$ cat src/sv/rgbyh_pkg.sv
// ----------------------------------------------------------------------------
// rgbyh_pkg
// Shared constants and types for the RGB to YUV converter with luma histogram.
// ----------------------------------------------------------------------------
`default_nettype none

package rgbyh_pkg;

  localparam int HIST_BINS  = 256;
  localparam int BIN_BITS   = $clog2(HIST_BINS);
  localparam int COUNT_BITS = 24;

  localparam logic [COUNT_BITS-1:0] COUNT_MAX = {COUNT_BITS{1'b1}};

  localparam logic [23:0] W_YR = 24'd19595;
  localparam logic [23:0] W_YG = 24'd38470;
  localparam logic [23:0] W_YB = 24'd7471;

  localparam logic [24:0] W_UR = 25'd11058;
  localparam logic [24:0] W_UG = 25'd21710;
  localparam logic [24:0] W_UB = 25'd32768;
  localparam logic [24:0] W_VR = 25'd32768;
  localparam logic [24:0] W_VG = 25'd27439;
  localparam logic [24:0] W_VB = 25'd5329;

  localparam logic [24:0] CHROMA_OFS = 25'd8388608;

  localparam logic CMD_PIXEL = 1'b0;
  localparam logic CMD_READ  = 1'b1;

  typedef struct packed {
    logic                rd_en;
    logic [BIN_BITS-1:0] rd_bin;
    logic                wr_en;
    logic [BIN_BITS-1:0] wr_bin;
    logic                wr_clear;
  } hist_req_t;

endpackage

`default_nettype wire

$ cat src/sv/rgbyh_conv.sv
// ----------------------------------------------------------------------------
// rgbyh_conv
// Fixed-point RGB to YUV conversion with Q0.16 weights.
// ----------------------------------------------------------------------------
`default_nettype none

module rgbyh_conv
  import rgbyh_pkg::*;
(
  input  wire logic [7:0] chan_r,
  input  wire logic [7:0] chan_g,
  input  wire logic [7:0] chan_b,
  output logic      [7:0] y,
  output logic      [7:0] u,
  output logic      [7:0] v
);

  logic [23:0] y_sum;
  logic [24:0] u_sum;
  logic [24:0] v_sum;

  // The true sums always lie in 0 .. 2^24-1, so modular arithmetic is exact.
  always_comb begin
    y_sum = 24'(chan_r) * W_YR + 24'(chan_g) * W_YG + 24'(chan_b) * W_YB;
    u_sum = CHROMA_OFS + 25'(chan_b) * W_UB - 25'(chan_r) * W_UR - 25'(chan_g) * W_UG;
    v_sum = CHROMA_OFS + 25'(chan_r) * W_VR - 25'(chan_g) * W_VG - 25'(chan_b) * W_VB;
    y = y_sum[23:16];
    u = u_sum[23:16];
    v = v_sum[23:16];
  end

endmodule

`default_nettype wire

$ cat config.mk
export PLATFORM = sky130hd
export DESIGN_NAME = rgbyh_conv
export DESIGN_NICKNAME = d
export VERILOG_FILES = /design/src/sv/rgbyh_pkg.sv /design/src/sv/rgbyh_conv.sv
export SDC_FILE = /design/constraint.sdc
export NUM_CORES = 1
export LEC_CHECK = 0
export BUFFER_PORTS_ARGS = -buffer_cell sky130_fd_sc_hd__buf_4
export CORE_UTILIZATION = 40
export DETAILED_ROUTE_END_ITERATION = 6
export PLACE_DENSITY = 0.52
export REMOVE_ABC_BUFFERS = 1
export SLEW_MARGIN = 10
export SYNTH_ARGS = -nofsm -noshare
export SYNTH_HDL_FRONTEND = slang
export SYNTH_SLANG_ARGS = --single-unit
$ cat constraint.sdc
create_clock -name vclk -period 11
set_input_delay 1.1 -clock vclk [all_inputs]
set_output_delay 1.1 -clock vclk [all_outputs]
set_load 0.01 [all_outputs]
### Yosys cells after proc, flatten, opt, wreduce, memory -nomap -nowiden

Cells that the tools add are included.

| storage, ports and cells | value |
|---|---|
| register bits after elaboration | 0 |
| memories kept | 0 |
| ROM bits | 0 |
| output and inout bits | 24 |
| logic and storage cells | 15 |
| bits in latches | 0 |
| RAM bits | 0 |
| input bits | 24 |

| cells by class | value |
|---|---|
| mux-type cells | 0 |
| bitwise logic cells | 0 |
| divide/modulo/power cells | 0 |
| add/subtract/negate cells | 8 |
| equal/unequal tests | 0 |
| magnitude comparators | 0 |
| reduce and logical (&&, ||, !) cells | 0 |
| multiply operators | 7 |
| shifts and indexed selects | 0 |

Operators with widths:

| operator | number |
|---|---|
| $mul 8x15->23 const B | 3 |
| $mul 8x13->21 const B | 3 |
| $add 24x23->24 const A | 2 |
| $sub 24x23->24 | 2 |
| $add 23x24->24 | 1 |
| $add 24x21->24 | 1 |
| $sub 24x21->24 | 1 |
| $sub 24x22->24 | 1 |
| $mul 8x14->22 const B | 1 |

### Logic depth before layout (Yosys ltp)

Gate-level depths: netlist (run 1).

| logic depth | value |
|---|---|
| depth after elaboration | 3 |
| depth in mapped cells | 32 |
| gate-level depth less buffers | 32 |

### Worst setup path before layout (run 1)

OpenSTA, ideal clock, no wires.

| path | value |
|---|---|
| kind | input port to output port |
| start | input chan_g[5] |
| end | output y[7] |
| path slack | 2237 ps |
| buffers on the path | 0 |
| stages on the path | 29 |
| data arrival time | 7663 ps |
| cell sequence | ha_1 > inv_1 > fa_1 > fa_1 > inv_1 > ha_1 > and3b_1 > o21a_1 > o21ai_0 > a21oi_1 > o21ai_0 > a21boi_0 > nor2_1 > xor2_1 > fa_1 > inv_1 > fa_1 > inv_1 > fa_1 > fa_1 > inv_1 > ha_1 > or3_1 > o211ai_1 > o2bb2ai_1 > a311o_1 > nand3_1 > a31oi_1 > xnor2_1 |

| on the way | value |
|---|---|
| longest elaborated chain between the ends | 3 |

RTL lines:

| item | line | RTL |
|---|---|---|
| from (decl) | rgbyh_conv.sv:11 | `input wire logic [7:0] chan_g,` |
| $mul 8x15->23 | rgbyh_conv.sv:24 | `y_sum = 24'(chan_r) * W_YR + 24'(chan_g) * W_YG + 24'(chan_b) * W_YB;` |
| $add 23x24->24 | rgbyh_conv.sv:24 |  |
| $add 24x21->24 | rgbyh_conv.sv:24 |  |
| to (decl) | rgbyh_conv.sv:13 | `output logic [7:0] y,` |

No other way between the ends.

### Worst setup path in the final report (run 1)

| path | value |
|---|---|
| start | input chan_g[3] |
| end | output y[7] |

Same word-level chain as after synthesis.

==> results.py, run 1 <==
metrics = {
    "worst_setup_path": {
        "path_max_fanout": 11,
        "crit_path_end_kind": "output port",
        "critPathKind": "primary input to output port",
        "crit_path_start_kind": "primary input",
        "crit_slowest_cell": "fa_1",
        "critical-path-max-stage-delay_ps": 550,
        "worstPathRequired_ps": 9900,
        "crit_top_cell": "inv_1",
        "arrival_ps": 8810,
    },
    "timing": {
        "period_share": 0.901,
        "max_freq_ghz": 0.101,
        "relSlewSlack": 0.631,
        "tns_ps": 0,
        "worstMarginPinSlew_ps": 552,
        "min_period_ps": 9910,
        "setup_slack_ps": 1090,
        "rsz0062_at_grt": "false",
        "setup_violations": 0,
        "hold_viol": 0,
        "slew_violations": 0,
    },
    "clocking": {
        "cts_resized": 0,
        "cts_setup_buffers": 0,
        "holdBufCountCts": 0,
    },
    "synthesis": {
        "syn_avg_cell_area_um2": 9.21,
        "yosysSeqAreaShare": 0,
        "yosysWarnings": 0,
        "ys_types": 59,
        "synthCells": 1583,
        "netlist_area_um2": 14600,
    },
    "floorplan": {
        "die_x_um": 193,
        "die_h_um": 193,
        "core_um2": 35700,
        "initial_utilization": 0.408,
        "die_area_um2": 37200,
        "io-pin-count": 48,
        "rows": 69,
    },
    "final_layout": {
        "drive_above_1_share": 0.0436,
        "areaGrowthSynthToFinish_pct": 6.36,
        "utilization": 0.434,
        "seq_cells": 0,
        "register_area_um2": 0,
        "clkbuf_count": 0,
        "fill_cells": 3668,
        "final_cell_mix": "inv_1, ha_1, fa_1",
        "final_common_cell": "inv_1",
        "multi_input_area_um2": 12700,
        "fin_nets": 2294,
    },
    "route": {
        "drc": 10,
        "viasPerCell": 4.88,
        "wirelength_mm": 37.3,
        "dr.pass1.iters": 6,
        "drt-initial-drc-count": 383,
        "drtAntennaViolNets": 0,
        "num_vias": 10200,
        "routedWlPerCell_um": 17.9,
    },
    "global_routing": {
        "grt_pass1_vias": 11000,
        "track_usage": 0.214,
        "antenna_found_initial": 1,
        "grt-ovfl-total": 0,
        "grt_max_degree": 16,
        "grt_pass1_wl_mm": 59.9,
    },
    "run_status": {
        "status": "finished, violations left",
        "violations": "DRC",
    },
    "placement": {
        "dpl.hpwl_mm": 33.6,
        "pre_cts_ws_ps": 1150,
        "io_buffers": 48,
        "routabilityCongestion": 0.921,
    },
    "min_path": {
        "hp-start": "chan_g[7]",
        "hold_depth": 6,
        "worstHoldPathType": "primary input to output port",
        "hold_end": "y[7]",
    },
    "flow_run": {
        "max-cap-violations": 0,
    },
}
[layout make-up]
type                       count  area share
multi-input combinational   1080       0.818
tap                          461      0.0372
timing repair buffer          48      0.0232
antenna                        2    0.000323
inverter                     499       0.121
[metal layers]
| metal | part of all wire | track usage | up-vias |
|---|---|---|---|
| li1 | - | - | 5036 |
| met1 | 0.47 | 0.291 | 5030 |
| met2 | 0.49 | 0.380 | 101 |
| met3 | 0.026 | 0.0109 | 26 |
| met4 | 0.015 | 0.0291 | 0 |
| met5 | 0 | 0 | - |
[cells in the mapped netlist (7+ instances only)]
| cell type | count | share of area |
|---|---|---|
| xor2_1 | 19 | 0.011 |
| nor3_1 | 17 | 0.0058 |
| fa_1 | 264 | 0.36 |
| or3_1 | 7 | 0.0030 |
| nand2b_1 | 11 | 0.0047 |
| a211oi_1 | 11 | 0.0057 |
| o21a_1 | 9 | 0.0046 |
| inv_1 | 499 | 0.13 |
| nand4_1 | 7 | 0.0030 |
| xnor2_1 | 41 | 0.025 |
| nor2_1 | 64 | 0.016 |
| nand2_1 | 42 | 0.011 |
| a21o_1 | 15 | 0.0077 |
| a31oi_1 | 7 | 0.0030 |
| a21oi_1 | 48 | 0.016 |
| or2_2 | 7 | 0.0030 |
| o21ai_0 | 31 | 0.011 |
| nor2b_1 | 8 | 0.0034 |
| nand3_1 | 19 | 0.0065 |
| ha_1 | 377 | 0.32 |
| o31ai_1 | 7 | 0.0036 |
[worst max path at each step]
stage	from	cells past startpoint	endpoint
2_1_floorplan	chan_g[5]	29	y[7]
3_3_place_gp	chan_g[4]	33	y[7]
3_5_place_dp	chan_g[4]	33	y[7]
4_1_cts	chan_g[4]	33	y[7]
5_1_grt	chan_g[4]	33	y[7]
6_report	chan_g[3]	33	y[7]
[through the flow]
stage / std cells / hold slack (ps) / instance area [um^2]
floorplan: 1579 / 2650 / 14600
global placement: 2088 / 3050 / 15500
detailed placement: 2088 / 3060 / 15500
CTS: 2088 / 3060 / 15500
global route: 2088 / 3160 / 15500
finish: 2090 / 3030 / 15500
[cells by family after synthesis]
| family | synth area share |
|---|---|
| buffers and inverters | 0.129 |
| muxes | 0.00146 |
| xor gates and xnor gates | 0.0360 |
| adders and majority gates | 0.686 |
| AOI/OAI and AO/OA | 0.0767 |
| and+or+nand+nor | 0.0703 |
[worst max-delay path, delay by kind of cell]
family	cells	cell delay [ps]
adders and majority gates	10	3980
and+or+nand+nor	4	810
buffers and inverters	8	800
AOI/OAI and AO/OA	9	1710
xor gates and xnor gates	2	390
==> inputs of run 2 (changes only) <==
--- a/config.mk
+++ b/config.mk
@@ -6,6 +6,7 @@
 export NUM_CORES = 1
 export LEC_CHECK = 0
 export BUFFER_PORTS_ARGS = -buffer_cell sky130_fd_sc_hd__buf_4
+export CORE_ASPECT_RATIO = 0.7
 export CORE_UTILIZATION = 40
 export DETAILED_ROUTE_END_ITERATION = 6
 export PLACE_DENSITY = 0.52
==> run 2 against run 1 <==
The flow now finishes without violations. Final area is 0.12% higher. Worst setup slack better by 35 ps. Sequential cell count stayed put. Critical path type unchanged. Critical endpoint unchanged. Largest cell class unchanged.
==> results.py, run 2 (synthesis results as in run 1) <==
metrics = {
    "run_status": {
        "status": "finished clean",
    },
    "final_layout": {
        "design_area_um2": 15500,
        "drive_above_1_share": 0.0436,
        "final_common_cell": "inv_1",
        "antennaDiodeCount": 0,
        "seq_cells": 0,
        "layout.cells.non_filler": 2107,
        "areaGrowthSynthToFinish_pct": 6.49,
        "fin_nets": 2294,
        "clkbuf_count": 0,
        "register_area_um2": 0,
        "final_cell_mix": "inv_1, ha_1, fa_1",
    },
    "timing": {
        "slew_violations": 0,
        "tns_ps": 0,
        "hold_viol": 0,
        "setup_violations": 0,
        "max_freq_ghz": 0.101,
        "min_period_ps": 9870,
        "period_share": 0.898,
        "worstMarginPinSlew_ps": 646,
        "relSlewSlack": 0.568,
        "rsz0062_at_grt": "false",
    },
    "placement": {
        "io_buffers": 48,
        "dpl.hpwl_mm": 34.5,
        "placed_area_um2": 15500,
        "routabilityCongestion": 0.969,
        "dp_cells": 2107,
    },
    "floorplan": {
        "die_x_um": 230,
        "core_um2": 35900,
        "initial_utilization": 0.406,
        "rows": 58,
        "io-pin-count": 48,
        "die_h_um": 162,
        "die_area_um2": 37200,
    },
    "worst_setup_path": {
        "critPathKind": "primary input to output port",
        "worstPathRequired_ps": 9900,
        "crit_path_start_kind": "primary input",
        "arrival_ps": 8770,
        "crit_path_end_kind": "output port",
        "path_max_fanout": 11,
        "critical-path-max-stage-delay_ps": 550,
        "crit_top_cell": "inv_1",
        "crit_slowest_cell": "fa_1",
    },
    "route": {
        "dr.pass1.iters": 5,
        "wirelength_mm": 38.0,
        "routedWlPerCell_um": 18.0,
        "viasPerCell": 4.80,
        "drc": 0,
        "drtAntennaViolNets": 0,
        "drt-initial-drc-count": 463,
        "num_vias": 10100,
    },
    "global_routing": {
        "antenna_found_initial": 0,
        "track_usage": 0.216,
        "grt-ovfl-total": 0,
        "grt_pass1_wl_mm": 61.4,
        "grt_max_degree": 16,
        "grt_pass1_vias": 10700,
    },
    "flow_run": {
        "max-cap-violations": 0,
    },
    "clocking": {
        "cts_resized": 0,
        "cts_setup_buffers": 0,
        "holdBufCountCts": 0,
    },
    "min_path": {
        "worstHoldPathType": "primary input to output port",
    },
}
[run 2: critical path: cells and delay by family]
family / cells / cell delay [ps]
AND/OR/NAND/NOR: 4 / 820
AO/OA/AOI/OAI: 9 / 1710
adder cells (fa/ha/maj): 10 / 3930
buffers and inverters: 8 / 820
XOR/XNOR: 2 / 380
[run 2: through the flow]
stage | hold slack (ps) | worst slack (ps) | util
after floorplan | 2650 | 2240 | -
after global placement | 3070 | 1210 | 0.432
after detailed placement | 3060 | 1140 | 0.432
after CTS | 3070 | 1080 | 0.432
after global routing | 3130 | 582 | 0.432
final | 3070 | 1130 | 0.432
[run 2: final timing paths]
kind      start  depth (start not counted)  slack (ps)   end
max   chan_g[3]                         33        1130  y[7]
min   chan_b[0]                          6        3070  u[0]
[run 2: cell type report]
cell class,count,area [um^2]
Fill cell,3648,20400
Timing Repair Buffer,48,360
Inverter,499,1870
Tap cell,480,601
Multi-Input combinational cell,1080,12700
[run 2: routing by layer]
metal | share of wire | GRT usage | vias up
met2 | 0.40 | 0.319 | 132
met1 | 0.54 | 0.347 | 4933
met3 | 0.044 | 0.0262 | 14
li1 | - | - | 5037
met4 | 0.0089 | 0.0160 | 0
met5 | 0 | 0 | -
Power of run 2 is left out: the tool's default activity adds up to more than one toggle a clock period on the data nets, which glitch-free logic cannot reach.
==> inputs of run 3 (changes only) <==
--- a/config.mk
+++ b/config.mk
@@ -10,6 +10,7 @@
 export CORE_UTILIZATION = 40
 export DETAILED_ROUTE_END_ITERATION = 6
 export PLACE_DENSITY = 0.52
+export RECOVER_POWER = 25
 export REMOVE_ABC_BUFFERS = 1
 export SLEW_MARGIN = 10
 export SYNTH_ARGS = -nofsm -noshare
==> constraint.sdc (replaced) <==
create_clock -name vclk -period 11
set_input_delay 1.1 -clock vclk [all_inputs]
set_output_delay 1.1 -clock vclk [all_outputs]
set_load 0.005 [all_outputs]
==> run 3 against run 2 <==
Critical path depth did not move. Non-clock buffer count did not move. Critical path type unchanged. Die area unchanged. Largest cell class unchanged.
==> results.py, run 3 (synthesis results as in run 1) <==
metrics = {
    "run_status": {
        "status": "finished clean",
    },
    "route": {
        "drt-initial-drc-count": 470,
        "top_layer_used": "met4",
        "routedWlPerCell_um": 17.9,
        "wirelength_mm": 37.6,
        "drc": 0,
        "met1_length_mm": 20.5,
        "wl_met3_mm": 1.77,
        "route.met2.wl_mm": 15.2,
        "dr.pass1.iters": 5,
        "viasPerCell": 4.82,
        "drtAntennaViolNets": 0,
        "num_vias": 10200,
    },
    "timing": {
        "whs_ps": 3050,
        "setup_violations": 0,
        "period_share": 0.904,
        "max_freq_ghz": 0.101,
        "rsz0062_at_grt": "false",
        "slew_violations": 0,
        "worstMarginPinSlew_ps": 661,
        "hold_viol": 0,
        "min_period_ps": 9940,
        "tns_ps": 0,
        "relSlewSlack": 0.558,
    },
    "global_routing": {
        "grt_pass1_vias": 10600,
        "track_usage": 0.214,
        "antenna_found_initial": 0,
        "grt-ovfl-total": 0,
        "grt_max_degree": 16,
        "grt_pass1_wl_mm": 60.7,
    },
    "placement": {
        "dp_cells": 2107,
        "routabilityCongestion": 0.969,
        "io_buffers": 48,
        "dpl.hpwl_mm": 34.1,
    },
    "floorplan": {
        "io-pin-count": 48,
        "rows": 58,
        "die_x_um": 230,
        "die_area_um2": 37200,
        "initial_utilization": 0.406,
        "core_um2": 35900,
        "die_h_um": 162,
    },
    "min_path": {
        "worstHoldPathType": "primary input to output port",
        "hp-start": "chan_b[0]",
        "hold_depth": 6,
        "hold_end": "u[0]",
    },
    "worst_setup_path": {
        "crit_top_cell": "inv_1",
        "arrival_ps": 8840,
        "crit_slowest_cell": "ha_1",
        "critPathTopFamily": "adder cells",
        "critical-path-max-stage-delay_ps": 590,
        "crit_path_start_kind": "primary input",
        "crit_path_end_kind": "output port",
        "critPathKind": "primary input to output port",
        "worstPathRequired_ps": 9900,
        "path_buf_inv": 8,
        "path_max_fanout": 10,
    },
    "clocking": {
        "cts_setup_buffers": 0,
        "holdBufCountCts": 0,
        "cts_resized": 0,
    },
    "flow_run": {
        "max-cap-violations": 0,
    },
    "final_layout": {
        "layout.cells.non_filler": 2107,
        "register_area_um2": 0,
        "seq_cells": 0,
        "drive_above_1_share": 0.0430,
        "clkbuf_count": 0,
        "antennaDiodeCount": 0,
        "final_common_cell": "inv_1",
        "areaGrowthSynthToFinish_pct": 6.46,
        "final_cell_mix": "inv_1, ha_1, fa_1",
        "fin_nets": 2294,
    },
}
-- run 3: layout make-up --
class,instances,area (um^2)
Inverter,499,1870
Multi-Input combinational cell,1080,12700
Timing Repair Buffer,48,360
Fill cell,3616,20400
Tap cell,480,601
-- run 3: how the worst max path moves through the flow --
stage,slack [ps],startpoint,cells past startpoint,to
floorplan,2280,chan_g[5],29,y[7]
detailed placement,1040,chan_g[3],33,y[7]
CTS,1020,chan_g[3],33,y[7]
global placement,1210,chan_g[3],33,y[7]
global route,450,chan_g[4],33,y[7]
finish,1060,chan_g[4],33,y[7]
-- run 3: through the flow --
| step | worst slack (ps) | utilization | area (um^2) |
|---|---|---|---|
| global placement | 1210 | 0.432 | 15500 |
| CTS | 1020 | 0.432 | 15500 |
| finish | 1060 | 0.432 | 15500 |
| floorplan | 2280 | - | 14600 |
| detailed placement | 1040 | 0.432 | 15500 |
| global route | 453 | 0.432 | 15500 |
-- run 3: layer usage --
metal  vias up  GRT usage
li1       5036          -
met1      4969      0.350
met2       144      0.311
met3         9     0.0241
met4         0    0.00993
met5         -          0
Power of run 3 is left out for the same reason.
